**config.mk**
```make
export PLATFORM = sky130hd
export DESIGN_NAME = base64_codec
export DESIGN_NICKNAME = d
export VERILOG_FILES = /design/src/rtl/core/b64_pkg.sv /design/src/rtl/core/b64_group.sv /design/src/rtl/core/b64_serializer.sv /design/src/rtl/core/base64_codec.sv
export SDC_FILE = /design/constraint.sdc
export NUM_CORES = 1
export LEC_CHECK = 0
export BUFFER_PORTS_ARGS = -buffer_cell sky130_fd_sc_hd__clkbuf_2
export CORE_ASPECT_RATIO = 0.5
export CORE_MARGIN = 2
export CORE_UTILIZATION = 35
export DETAILED_ROUTE_END_ITERATION = 10
export SYNTH_ARGS = -nofsm -noshare
export SYNTH_HDL_FRONTEND = slang
export SYNTH_SLANG_ARGS = --single-unit
```
**constraint.sdc**
```tcl
create_clock -name clk -period 4.7 [get_ports clk]
set_input_delay 1.41 -clock clk [delete_from_list [all_inputs] [get_ports clk]]
set_output_delay 1.41 -clock clk [all_outputs]
set_load 0.01 [all_outputs]
```
**src/rtl/core/b64_pkg.sv**
```systemverilog
// Base64 codec package: result bundle type, status and mode codes,
// alphabet and sextet lookup functions. No dependencies.
`timescale 1ns / 1ps

package b64_pkg;

    localparam logic       MODE_ENC = 1'b0;
    localparam logic       MODE_DEC = 1'b1;

    localparam logic [1:0] ST_OK  = 2'd0;
    localparam logic [1:0] ST_LEN = 2'd1;
    localparam logic [1:0] ST_PAD = 2'd2;
    localparam logic [1:0] ST_INV = 2'd3;

    localparam logic [7:0] PAD_CHAR = 8'h3D;
    localparam logic [7:0] CODE_PAD = 8'h40;
    localparam logic [7:0] CODE_BAD = 8'hFF;

    // Results caused by one input word, drained one word per cycle while the output is ready.
    typedef struct packed {
        logic [2:0]      cnt;
        logic [3:0][7:0] data;
        logic            last;
        logic [1:0]      status;
    } res_t;

    function automatic logic [7:0] b64_char(input logic [5:0] v);
        logic [7:0] w;
        begin
            w = {2'b00, v};
            if (v < 6'd26)
                b64_char = w + 8'h41;
            else if (v < 6'd52)
                b64_char = w + 8'd71;
            else if (v < 6'd62)
                b64_char = w - 8'd4;
            else if (v == 6'd62)
                b64_char = 8'h2B;
            else
                b64_char = 8'h2F;
        end
    endfunction

    function automatic logic [7:0] sextet_of(input logic [7:0] c);
        begin
            if (c >= 8'h41 && c <= 8'h5A)
                sextet_of = c - 8'h41;
            else if (c >= 8'h61 && c <= 8'h7A)
                sextet_of = c - 8'd71;
            else if (c >= 8'h30 && c <= 8'h39)
                sextet_of = c + 8'd4;
            else if (c == 8'h2B)
                sextet_of = 8'd62;
            else if (c == 8'h2F)
                sextet_of = 8'd63;
            else if (c == PAD_CHAR)
                sextet_of = CODE_PAD;
            else
                sextet_of = CODE_BAD;
        end
    endfunction

endpackage

```
**src/rtl/core/b64_group.sv**
```systemverilog
// Base64 group engine: gathers bytes or sextets of one group, checks
// padding and characters, and forms the result bundle. Uses b64_pkg.
`timescale 1ns / 1ps

module b64_group
(
    input  logic          clk,
    input  logic          rst_n,
    input  logic          clr,
    input  logic          mode,
    input  logic          step,
    input  logic [7:0]    in_byte,
    input  logic          in_last,
    output b64_pkg::res_t res
);
    import b64_pkg::*;

    logic [23:0] bits_reg, bits_next;
    logic [1:0]  gc_reg, gc_next;
    logic [1:0]  pc_reg, pc_next;
    logic        skip_reg, skip_next;

    logic [23:0] enc_bits;
    logic [23:0] aligned;
    logic [2:0]  pos;
    logic [7:0]  s;
    logic [5:0]  s6;
    logic [1:0]  pc_new;
    logic [23:0] dec_bits;
    logic        fail;
    logic [1:0]  fail_st;

    always_comb
    begin
        bits_next = bits_reg;
        gc_next   = gc_reg;
        pc_next   = pc_reg;
        skip_next = skip_reg;
        res       = '0;
        fail      = 1'b0;
        fail_st   = ST_OK;
        pos       = {1'b0, gc_reg} + 3'd1;
        enc_bits  = {bits_reg[15:0], in_byte};
        aligned   = enc_bits;
        s         = sextet_of(in_byte);
        s6        = s[5:0];
        pc_new    = pc_reg;

        case (pos)
            3'd1:    aligned = {enc_bits[7:0], 16'h0000};
            3'd2:    aligned = {enc_bits[15:0], 8'h00};
            default: aligned = enc_bits;
        endcase

        if (s == CODE_PAD)
        begin
            s6 = 6'd0;
            if (pos == 3'd2)
                pc_new = 2'd3;
            else if (pos == 3'd3)
            begin
                if (pc_reg != 2'd3)
                    pc_new = 2'd1;
            end
            else if (pos == 3'd4)
            begin
                if (pc_reg != 2'd3)
                    pc_new = pc_reg + 2'd1;
            end
        end
        else if (pc_reg == 2'd1)
            pc_new = 2'd3;
        dec_bits = {bits_reg[17:0], s6};

        if (skip_reg)
        begin
            if (in_last)
            begin
                skip_next = 1'b0;
                bits_next = '0;
                gc_next   = '0;
                pc_next   = '0;
            end
        end
        else if (mode == MODE_ENC)
        begin
            if (pos < 3'd3 && !in_last)
            begin
                bits_next = enc_bits;
                gc_next   = pos[1:0];
            end
            else
            begin
                res.cnt     = 3'd4;
                res.last    = in_last;
                res.status  = ST_OK;
                res.data[0] = b64_char(aligned[23:18]);
                res.data[1] = b64_char(aligned[17:12]);
                res.data[2] = (pos < 3'd2) ? PAD_CHAR : b64_char(aligned[11:6]);
                res.data[3] = (pos < 3'd3) ? PAD_CHAR : b64_char(aligned[5:0]);
                bits_next   = '0;
                gc_next     = '0;
                pc_next     = '0;
            end
        end
        else
        begin
            if (in_last && pos < 3'd4)
            begin
                fail    = 1'b1;
                fail_st = ST_LEN;
            end
            else if (s == CODE_BAD)
            begin
                fail    = 1'b1;
                fail_st = ST_INV;
            end
            else if (s == CODE_PAD && pos == 3'd1)
            begin
                fail    = 1'b1;
                fail_st = ST_INV;
            end
            else if (pos < 3'd4)
            begin
                bits_next = dec_bits;
                gc_next   = pos[1:0];
                pc_next   = pc_new;
            end
            else if (!in_last)
            begin
                if (pc_new != 2'd0)
                begin
                    fail    = 1'b1;
                    fail_st = ST_INV;
                end
                else
                begin
                    res.cnt     = 3'd3;
                    res.last    = 1'b0;
                    res.data[0] = dec_bits[23:16];
                    res.data[1] = dec_bits[15:8];
                    res.data[2] = dec_bits[7:0];
                    bits_next   = '0;
                    gc_next     = '0;
                    pc_next     = '0;
                end
            end
            else if (pc_new == 2'd3)
            begin
                fail    = 1'b1;
                fail_st = ST_PAD;
            end
            else
            begin
                res.cnt     = 3'd3 - {1'b0, pc_new};
                res.last    = 1'b1;
                res.data[0] = dec_bits[23:16];
                res.data[1] = dec_bits[15:8];
                res.data[2] = dec_bits[7:0];
                bits_next   = '0;
                gc_next     = '0;
                pc_next     = '0;
            end

            if (fail)
            begin
                res         = '0;
                res.cnt     = 3'd1;
                res.last    = 1'b1;
                res.status  = fail_st;
                bits_next   = '0;
                gc_next     = '0;
                pc_next     = '0;
                skip_next   = !in_last;
            end
        end
    end

    always_ff @(posedge clk or negedge rst_n)
    begin
        if (!rst_n)
        begin
            bits_reg <= '0;
            gc_reg   <= '0;
            pc_reg   <= '0;
            skip_reg <= 1'b0;
        end
        else if (clr)
        begin
            bits_reg <= '0;
            gc_reg   <= '0;
            pc_reg   <= '0;
            skip_reg <= 1'b0;
        end
        else if (step)
        begin
            bits_reg <= bits_next;
            gc_reg   <= gc_next;
            pc_reg   <= pc_next;
            skip_reg <= skip_next;
        end
    end

endmodule

```
**src/rtl/core/b64_serializer.sv**
```systemverilog
// Base64 result serializer: holds one result bundle and sends its words
// one per cycle on the output stream while m_tready is high. Uses b64_pkg.
`timescale 1ns / 1ps

module b64_serializer
(
    input  logic          clk,
    input  logic          rst_n,
    input  logic          load,
    input  b64_pkg::res_t res,
    output logic          free,
    output logic          m_tvalid,
    input  logic          m_tready,
    output logic [7:0]    m_tdata,   // [7:0] out_byte
    output logic          m_tlast,
    output logic [1:0]    m_tuser    // [1:0] status
);
    import b64_pkg::*;

    res_t       bun_reg;
    logic       busy_reg;
    logic [1:0] idx_reg;
    logic       final_word;

    assign final_word = ({1'b0, idx_reg} == bun_reg.cnt - 3'd1);
    assign free       = !busy_reg || (m_tready && final_word);

    assign m_tvalid = busy_reg;
    assign m_tdata  = bun_reg.data[idx_reg];
    assign m_tlast  = bun_reg.last && final_word;
    assign m_tuser  = bun_reg.status;

    always_ff @(posedge clk)
    begin
        if (load)
            bun_reg <= res;
    end

    always_ff @(posedge clk or negedge rst_n)
    begin
        if (!rst_n)
        begin
            busy_reg <= 1'b0;
            idx_reg  <= '0;
        end
        else if (load)
        begin
            busy_reg <= 1'b1;
            idx_reg  <= '0;
        end
        else if (busy_reg && m_tready)
        begin
            if (final_word)
                busy_reg <= 1'b0;
            else
                idx_reg <= idx_reg + 2'd1;
        end
    end

endmodule

```
**src/rtl/core/base64_codec.sv**
```systemverilog
// Base64 codec top level: input register, mode register, group engine and
// result serializer. Depends on b64_pkg, b64_group and b64_serializer.
//
//   channel | signals                        | word
//   --------+--------------------------------+------------------------------
//   input   | s_tvalid s_tready s_tdata      | tdata[7:0] in_byte,
//           | s_tlast                        | tlast in_last
//   output  | m_tvalid m_tready m_tdata      | tdata[7:0] out_byte,
//           | m_tlast m_tuser                | tlast out_last, tuser status
//   config  | cfg_valid cfg_ready cfg_data   | cfg_data[0] mode
//
// A word is registered, then processed combinationally into a bundle of up to
// four result words. The serializer sends one result word per cycle while
// m_tready is high, so the single output port sets the pace. The input
// register can take the next word while a bundle is still being sent, and
// words that give no result pass without loading the serializer.
// Reset clears mode (encode), group state and the skip flag.
// An output stall holds the bundle; the input register then fills and
// s_tready drops.
`timescale 1ns / 1ps

module base64_codec
(
    input  logic       clk,
    input  logic       rst_n,
    input  logic       s_tvalid,
    output logic       s_tready,
    input  logic [7:0] s_tdata,   // [7:0] in_byte
    input  logic       s_tlast,
    output logic       m_tvalid,
    input  logic       m_tready,
    output logic [7:0] m_tdata,   // [7:0] out_byte
    output logic       m_tlast,
    output logic [1:0] m_tuser,   // [1:0] status
    input  logic       cfg_valid,
    output logic       cfg_ready,
    input  logic [0:0] cfg_data   // [0] mode
);
    import b64_pkg::*;

    logic       in_valid_reg;
    logic [7:0] in_byte_reg;
    logic       in_last_reg;
    logic       mode_reg;
    logic       cfg_wr;
    logic       fire;
    logic       ser_free;
    res_t       res;

    assign cfg_ready = 1'b1;
    assign cfg_wr    = cfg_valid && cfg_ready;
    assign fire      = in_valid_reg && ((res.cnt == 3'd0) || ser_free);
    assign s_tready  = !in_valid_reg || fire;

    always_ff @(posedge clk)
    begin
        if (s_tvalid && s_tready)
        begin
            in_byte_reg <= s_tdata;
            in_last_reg <= s_tlast;
        end
    end

    always_ff @(posedge clk or negedge rst_n)
    begin
        if (!rst_n)
        begin
            in_valid_reg <= 1'b0;
            mode_reg     <= MODE_ENC;
        end
        else
        begin
            if (s_tready)
                in_valid_reg <= s_tvalid;
            if (cfg_wr)
                mode_reg <= cfg_data[0];
        end
    end

    b64_group u_group
    (
        .clk     (clk),
        .rst_n   (rst_n),
        .clr     (cfg_wr),
        .mode    (mode_reg),
        .step    (fire),
        .in_byte (in_byte_reg),
        .in_last (in_last_reg),
        .res     (res)
    );

    b64_serializer u_ser
    (
        .clk      (clk),
        .rst_n    (rst_n),
        .load     (fire && (res.cnt != 3'd0)),
        .res      (res),
        .free     (ser_free),
        .m_tvalid (m_tvalid),
        .m_tready (m_tready),
        .m_tdata  (m_tdata),
        .m_tlast  (m_tlast),
        .m_tuser  (m_tuser)
    );

endmodule

```
=== Word-level counts from Yosys, hierarchy flattened ===
Cells that the tools add are included.

* Add/subtract/negate cells: 20
* Order comparisons: 22
* Eq/ne operators: 25
* Muxes and demuxes: 119
* Reduce and logical (&&, ||, !) cells: 28

{| class="wikitable"
|+ Operators with widths
! kind !! number
|-
| two-way mux 18 bit || 14
|-
| two-way mux 25 bit || 7
|-
| two-way mux 8 bit || 21
|-
| two-way mux 38 bit || 4
|-
| two-way mux 2 bit || 42
|-
| adder 6 x 7 -> 8 bit (second input constant) || 8
|-
| less-than comparator 6 bit (second input constant) || 8
|-
| case mux 24 bit (2 select lines) || 1
|-
| two-way mux 3 bit || 10
|-
| subtractor 6 x 3 -> 7 bit (second input constant) || 4
|-
| == test 6 bit (second input constant) || 4
|-
| == test 8 x 6 -> 1 bit (second input constant) || 3
|-
| less-than comparator 6 x 5 -> 1 bit (second input constant) || 4
|-
| two-way mux 1 bit || 18
|-
| binary-select mux 8 bit (select 2 bit) || 1
|-
| greater-or-equal comparator 8 x 7 -> 1 bit (second input constant) || 2
|-
| <= comparator 8 x 7 -> 1 bit (second input constant) || 2
|-
| subtractor 8 x 7 -> 8 bit (second input constant) || 2
|-
| != test 5 x 4 -> 1 bit (second input constant) || 3
|-
| logical AND 1 bit || 12
|-
| != test 9 x 5 -> 1 bit (second input constant) || 1
|-
| adder 8 x 3 -> 8 bit (second input constant) || 1
|-
| == test 8 x 7 -> 1 bit (second input constant) || 1
|-
| == test 8 bit (second input constant) || 1
|-
| 29 further kinds || 40
|}

* Flip-flop bits (word level): 75
* Input bits: 15
* Output and inout port bits: 14

=== Longest topological paths before layout ===
* Depth after elaboration: 27
* Mapped depth: 18
* Mapped depth without buffers: 14

=== Hierarchy ===
Synthesis repeated with hierarchy kept, for this count alone.

* Cells, all modules: 653
* Area, all modules: 5,935.7 um^2

{| class="wikitable"
|+ Modules (own cells, without submodules)
! module !! times used !! cells each !! area each (um^2) !! sequential area each (um^2)
|-
| b64_group || 1 || 554 || 3,912.5 || 575.6
|-
| b64_serializer || 1 || 77 || 1,626.6 || 1,216.2
|-
| base64_codec || 1 || 22 || 396.6 || 320.3
|}

=== Least setup slack after synthesis ===
Ideal clock, no wire load.

* Kind: register -> register
* From: register in_byte_reg[1]
* To: register u_ser.bun_reg[10] (netlist bit), enable pin
* Setup time: 0.446 ns
* Arrival time: 4.462 ns
* Data required time: 4.254 ns
* Setup slack: -0.207 ns
* Cell stages (with the launch flop): 13
* Buffers on the path: 1
* Clock period less this slack: 4.907 ns
* Path through: edfxtp_1 > buf_2 > inv_1 > ha_1 > and4bb_4 > nor3_1 > nand2_1 > o211a_1 > a211oi_2 > a21oi_1 > o21ai_1 > nand2_1 > a21oi_1

* Longest elaborated chain between the ends: 25
* Elaborated cells on any way between the ends: 52

{| class="wikitable"
|+ Ends and longest elaborated chain
! what !! line !! RTL
|-
| start: declaration || base64_codec.sv:42 || <nowiki>logic [7:0] in_byte_reg;</nowiki>
|-
| start signal: assignment || base64_codec.sv:59 || <nowiki>in_byte_reg <= s_tdata;</nowiki>
|-
| == test 8 x 6 -> 1 bit || b64_pkg.sv:56 || <nowiki>else if (c == PAD_CHAR)</nowiki>
|-
| two-way mux 8 bit || b64_pkg.sv:56 ||
|-
| two-way mux 8 bit || b64_pkg.sv:54 || <nowiki>else if (c == 8'h2F)</nowiki>
|-
| two-way mux 8 bit || b64_pkg.sv:52 || <nowiki>else if (c == 8'h2B)</nowiki>
|-
| two-way mux 8 bit || b64_pkg.sv:50 || <nowiki>else if (c >= 8'h30 && c <= 8'h39)</nowiki>
|-
| two-way mux 8 bit || b64_pkg.sv:48 || <nowiki>else if (c >= 8'h61 && c <= 8'h7A)</nowiki>
|-
| two-way mux 8 bit (*) || b64_pkg.sv:46 || <nowiki>if (c >= 8'h41 && c <= 8'h5A)</nowiki>
|-
| == test 8 x 7 -> 1 bit || b64_group.sv:55, b64_group.sv:118 ||
|-
| (+10 left out) || n/a ||
|-
| two-way mux 38 bit (*) || b64_group.sv:165 || <nowiki>if (fail)</nowiki>
|-
| two-way mux 38 bit (*) || b64_group.sv:85 || <nowiki>else if (mode == MODE_ENC)</nowiki>
|-
| two-way mux 38 bit (*) || b64_group.sv:75 || <nowiki>if (skip_reg)</nowiki>
|-
| logical NOT 3 bit || base64_codec.sv:52 || <nowiki>assign fire = in_valid_reg && ((res.cnt == 3'd0) || ser_free);</nowiki>
|-
| logical OR 1 bit || base64_codec.sv:52 ||
|-
| logical AND 1 bit || base64_codec.sv:52 ||
|-
| logical AND 1 bit (*) || base64_codec.sv:96 || <nowiki>.load (fire && (res.cnt != 3'd0)),</nowiki>
|-
| net u_ser.load || b64_serializer.sv:9 || <nowiki>input logic load,</nowiki>
|-
| end signal: assignment || b64_serializer.sv:36 || <nowiki>bun_reg <= res;</nowiki>
|-
| end: declaration || b64_serializer.sv:20 || <nowiki>res_t bun_reg;</nowiki>
|}

The timed path passes the listed nets; every way through them passes the cells marked *. The select of a mux whose other input is x is not followed.
A chain may end at the register's enable or synchronous reset.

=== Final worst setup path ===
* From: register in_byte_reg[3]
* To: output port s_tready

* Longest elaborated chain between the ends: 25
* Elaborated cells on any way between the ends: 51

{| class="wikitable"
|+ Ends and longest elaborated chain
! what !! line !! RTL
|-
| == test 8 x 6 -> 1 bit || b64_pkg.sv:56 ||
|-
| two-way mux 8 bit || b64_pkg.sv:56 ||
|-
| two-way mux 8 bit || b64_pkg.sv:54 ||
|-
| two-way mux 8 bit || b64_pkg.sv:52 ||
|-
| two-way mux 8 bit || b64_pkg.sv:50 ||
|-
| two-way mux 8 bit || b64_pkg.sv:48 ||
|-
| two-way mux 8 bit (*) || b64_pkg.sv:46 ||
|-
| == test 8 x 7 -> 1 bit || b64_group.sv:55, b64_group.sv:118 ||
|-
| (+9 left out) || n/a ||
|-
| two-way mux 1 bit || b64_group.sv:75 ||
|-
| two-way mux 38 bit (*) || b64_group.sv:165 ||
|-
| two-way mux 38 bit (*) || b64_group.sv:85 ||
|-
| two-way mux 38 bit (*) || b64_group.sv:75 ||
|-
| logical NOT 3 bit (*) || base64_codec.sv:52 ||
|-
| logical OR 1 bit (*) || base64_codec.sv:52 ||
|-
| logical AND 1 bit (*) || base64_codec.sv:52 ||
|-
| logical OR 1 bit (*) || base64_codec.sv:53 || <nowiki>assign s_tready = !in_valid_reg || fire;</nowiki>
|-
| end: declaration || base64_codec.sv:27 || <nowiki>output logic s_tready,</nowiki>
|}

Every way passes the cells marked *; elsewhere a longest branch is shown, timed or not. The select of a mux whose other input is x is not followed.

==> Implementation_results.wiki <==
{| class="wikitable"
! Metric !! Value
|-
| Port bufs || 27
|-
| Post-Synthesis Cell Area || 6300 um^2
|-
| Period minus WS final || 4470 ps
|-
| Clock share of power || 0.210
|-
| Synthesized area divided by synthesized cell count || roughly 9.0 um^2
|-
| Critical Path Source Type || flip-flop
|-
| Share of synthesized area spent on multiplexers || 0.0659
|-
| CORE AREA || 17,500 um^2
|-
| Number of global-route vias before repair || about 5,400
|-
| Number of warnings reported in the yosys synthesis log || 0
|-
| Diode count || 0
|-
| Critical path fanouts, max || 7
|-
| Area enclosed by the die boundary || 19,200 um^2
|-
| Share of Yosys cell area claimed by the top area cell type || 0.224
|-
| Top cell type by total area after synthesis || sky130_fd_sc_hd__edfxtp_1
|-
| Number of nets in the synthesized netlist || between 700 and 800
|-
| Via density || roughly 5.8
|-
| Total of fill cells in the finished design || 1,707
|-
| Initial DRC Count || 616
|-
| Remaining global-route overflow || 0
|-
| Peak VDD IR || 0.220 mV
|-
| Initial cell density of the core || 0.360
|-
| Most common library cell in the layout ignoring fill and taps || sky130_fd_sc_hd__nand2_1
|-
| Drt total wl || roughly 19,000 um
|-
| Total clock buffers created by CTS || 9
|-
| Count of clock tree sinks || 75
|-
| Data arrival time of the critical path || 3060 ps
|-
| TNS Setup || 0 ps
|-
| Worst path slowest cell || sky130_fd_sc_hd__edfxtp_1
|-
| Largest incremental delay on the critical path || 490 ps
|-
| Number of synthesized register bits || 75
|-
| Synth Area in Simple Gates || 0.172
|-
| Final Hold Violating Endpoints || 0
|-
| Worst-Skew Late Latency || ~340 ps
|-
| Power share of the combinational group || 0.507
|-
| Result of the run || finished, final reports clean
|-
| Total via count in the routed design || 5,597
|-
| Routability-driven placement congestion ratio || 0.978
|-
| Combined global-route utilization of all metal layers || 0.201
|-
| Internal power consumption || 2.00 mW
|-
| Total power draw || ~3.6 mW
|-
| Share of layout cells above drive strength 1 || 0.160
|-
| Top library cells by usage in the layout, fill and taps aside || sky130_fd_sc_hd__nand2_1, sky130_fd_sc_hd__a21oi_1, sky130_fd_sc_hd__inv_1, sky130_fd_sc_hd__o21ai_0, sky130_fd_sc_hd__edfxtp_1
|-
| Detail-routed net length per standard cell || 19.7 um
|-
| Number of distinct standard cells referenced by the synthesized netlist || 82
|-
| Number of core rows || 34
|-
| Net switching power || between 1.5 and 2 mW
|-
| DRC errors left || 0
|-
| TritonCTS clock tree || yes
|-
| Post-Synthesis Cells || 698
|-
| Die span in x || 194 um
|-
| Max-slew violation count || 0
|-
| Final-stage net count || 774
|-
| I/O Pins || 29
|-
| RSZ-0062 raised after global routing || no
|-
| Total setup violations reported at the end of the flow || 0
|-
| CP Cell Sequence || ha_1, nor2b_1, o21ai_0, a311oi_2, a211oi_4, a21oi_1, o21ai_1, nand4_1, clkbuf_2
|-
| Post-synthesis async set-or-reset flop share || 0.373
|-
| Clock Skew || 8.10 ps
|-
| Post-synthesis compound-gate area fraction || 0.265
|-
| Combinational family with the most area after synthesis || compound AO/OA/AOI/OAI gates
|-
| Antenna violations before repair || 0
|-
| Largest register FFs || 36
|-
| CP endpoint kind || primary output
|-
| Cts hold-fix bufs || 0
|-
| CTS H-tree depth || 3
|-
| Xor/xnor cell area share of the yosys netlist || 0.0222
|-
| Clock transition at the registers of the reported paths || 60 ps
|-
| Layout area overhead || 12.2%
|-
| Hold Path Class || reg2reg
|-
| DRT Pass-1 Iters || 5
|-
| Main flop type after synthesis || sky130_fd_sc_hd__edfxtp_1
|-
| Actual transition at the worst max-transition pin || 953 ps
|-
| Clk buf depth || 2
|-
| Final HPWL DP || 14,300 um
|-
| Relative max-transition margin || 0.365
|-
| Leakage power of the design || 2.87 nW
|-
| Critical path required time || ~3300 ps
|-
| Post-synthesis sequential area ratio || 0.335
|-
| Clock root buffer master || sky130_fd_sc_hd__clkbuf_16
|-
| Die height || 98.9 um
|-
| Fmax || 223 MHz
|-
| Detail Route Antenna Nets || 0
|-
| P per Cell Area || 508 nW/um^2
|-
| Total of max-cap violations || 0
|-
| Share of power burned in registers || 0.284
|-
| Ranking of synthesized cells by area || sky130_fd_sc_hd__edfxtp_1, sky130_fd_sc_hd__dfrtp_1, sky130_fd_sc_hd__ha_1
|-
| Net switching fraction of the power || 0.443
|-
| Pin count of the biggest net entering global routing || 35
|-
| Global-route wire length before repair || 29,900 um
|-
| Number of enable flip-flop cells after synthesis || 47
|-
| Fin crit share || 0.952
|-
| Synth Area in Adders || 0.0755
|-
| Crit Path Class || reg2out
|-
| Fraction of the core area covered by cells at the end of the flow || 0.404
|}
==> Yosys cell counts (4+ instances only) <==
cell                       instances
sky130_fd_sc_hd__a211oi_1          7
sky130_fd_sc_hd__a21o_1            8
sky130_fd_sc_hd__a21oi_1          60
sky130_fd_sc_hd__a221oi_1          4
sky130_fd_sc_hd__a22o_1            6
sky130_fd_sc_hd__a22oi_1          13
sky130_fd_sc_hd__a31oi_1          10
sky130_fd_sc_hd__and2_1            6
sky130_fd_sc_hd__and3_1            6
sky130_fd_sc_hd__buf_1             4
sky130_fd_sc_hd__buf_2            10
sky130_fd_sc_hd__buf_4             7
sky130_fd_sc_hd__clkbuf_1         17
sky130_fd_sc_hd__dfrtp_1          28
sky130_fd_sc_hd__edfxtp_1         47
sky130_fd_sc_hd__ha_1             38
sky130_fd_sc_hd__inv_1            50
sky130_fd_sc_hd__mux2_1            7
sky130_fd_sc_hd__mux2_2            5
sky130_fd_sc_hd__mux2i_1          10
sky130_fd_sc_hd__mux4_2            8
sky130_fd_sc_hd__nand2_1          77
sky130_fd_sc_hd__nand2b_1          8
sky130_fd_sc_hd__nand3_1          14
sky130_fd_sc_hd__nand4_1           7
sky130_fd_sc_hd__nor2_1           43
sky130_fd_sc_hd__nor3_1            9
sky130_fd_sc_hd__nor3b_1           7
sky130_fd_sc_hd__nor4_1            4
sky130_fd_sc_hd__o211ai_1          5
sky130_fd_sc_hd__o21a_1            7
sky130_fd_sc_hd__o21ai_0          47
sky130_fd_sc_hd__o21ai_1           5
sky130_fd_sc_hd__o22ai_1          15
sky130_fd_sc_hd__o22ai_2           7
sky130_fd_sc_hd__or3_1             6
sky130_fd_sc_hd__xnor2_1          10
sky130_fd_sc_hd__xor2_1            6
==> repair_timing <==
action,in CTS,in global routing
setup buffers,0,0
gates resized for setup,0,4
setup endpoints to repair,0,1
==> cell type report <==
class	count	area, um^2	area share
inverters	50	188	0.0265
clock buffers	10	229	0.0324
flip-flops and latches	75	2110	0.299
multi-input cells	532	3820	0.540
clock inverters	6	88.8	0.0126
well taps	234	293	0.0414
repair buffers	53	343	0.0485
==> routing by layer <==
| layer | global-route usage | wire, um | vias up |
|---|---|---|---|
| met5 | 0 | 0 | - |
| met1 | 0.285 | 8870 | 2699 |
| met2 | 0.307 | 8180 | 215 |
| li1 | - | - | 2656 |
| met4 | 0.0617 | 393 | 0 |
| met3 | 0.0441 | 1430 | 27 |
==> power by group through the flow <==
stage | combinational [mW] | clock (mW) | sequential (mW)
CTS | 1.80 | 0.763 | 1.02
global placement | 1.78 | 0 | 1.02
global route | 2.00 | 0.795 | 1.04
finish | 1.82 | 0.754 | 1.02
detailed placement | 1.79 | 0 | 1.03
floorplan | 1.32 | 0 | 0.937
==> worst paths after layout <==
path	start	end	slack, ps	depth (start not counted)
worst max-delay path	in_byte_reg[3]	s_tready	230	9
worst min-delay path	u_group.bits_reg[17]	u_group.bits_reg[17]	510	1
worst max register to register	u_group.gc_reg[0]	u_ser.bun_reg[33]	780	11
worst min register to register	u_group.bits_reg[17]	u_group.bits_reg[17]	510	1
max in group asynchronous	rst_n	u_group.bits_reg[5]	3060	1
min in group asynchronous	rst_n	u_ser.idx_reg[0]	1130	1
==> critical path, delay by kind of cell (launching register included) <==
| kind | cells | cell delay, ps |
|---|---|---|
| AO/OA/AOI/OAI | 5 | 1480 |
| flip-flops | 1 | 490 |
| adder cells (fa/ha/maj) | 1 | 310 |
| AND/OR/NAND/NOR | 2 | 290 |
| buffers and inverters | 1 | 150 |
==> kinds of logic (layout without fill, tap and decap cells) <==
| family | Yosys count | count (layout) |
|---|---|---|
| XOR/XNOR | 16 | 16 |
| buffers and inverters | 91 | 119 |
| other | 1 | 1 |
| AND/OR/NAND/NOR | 209 | 209 |
| multiplexers | 30 | 30 |
| adder cells (fa/ha/maj) | 38 | 38 |
| flip-flops | 75 | 75 |
| AO/OA/AOI/OAI | 238 | 238 |
==> stage by stage <==
stage	instances	worst slack, ps	hold slack [ps]	instance area (um^2)
global route	960	5.79	539	7070
floorplan	698	639	480	6300
global placement	944	567	495	6730
finish	960	226	510	7070
CTS	960	120	513	7050
detailed placement	944	495	499	6730
Note: power is estimated with default switching activity, not from simulation.
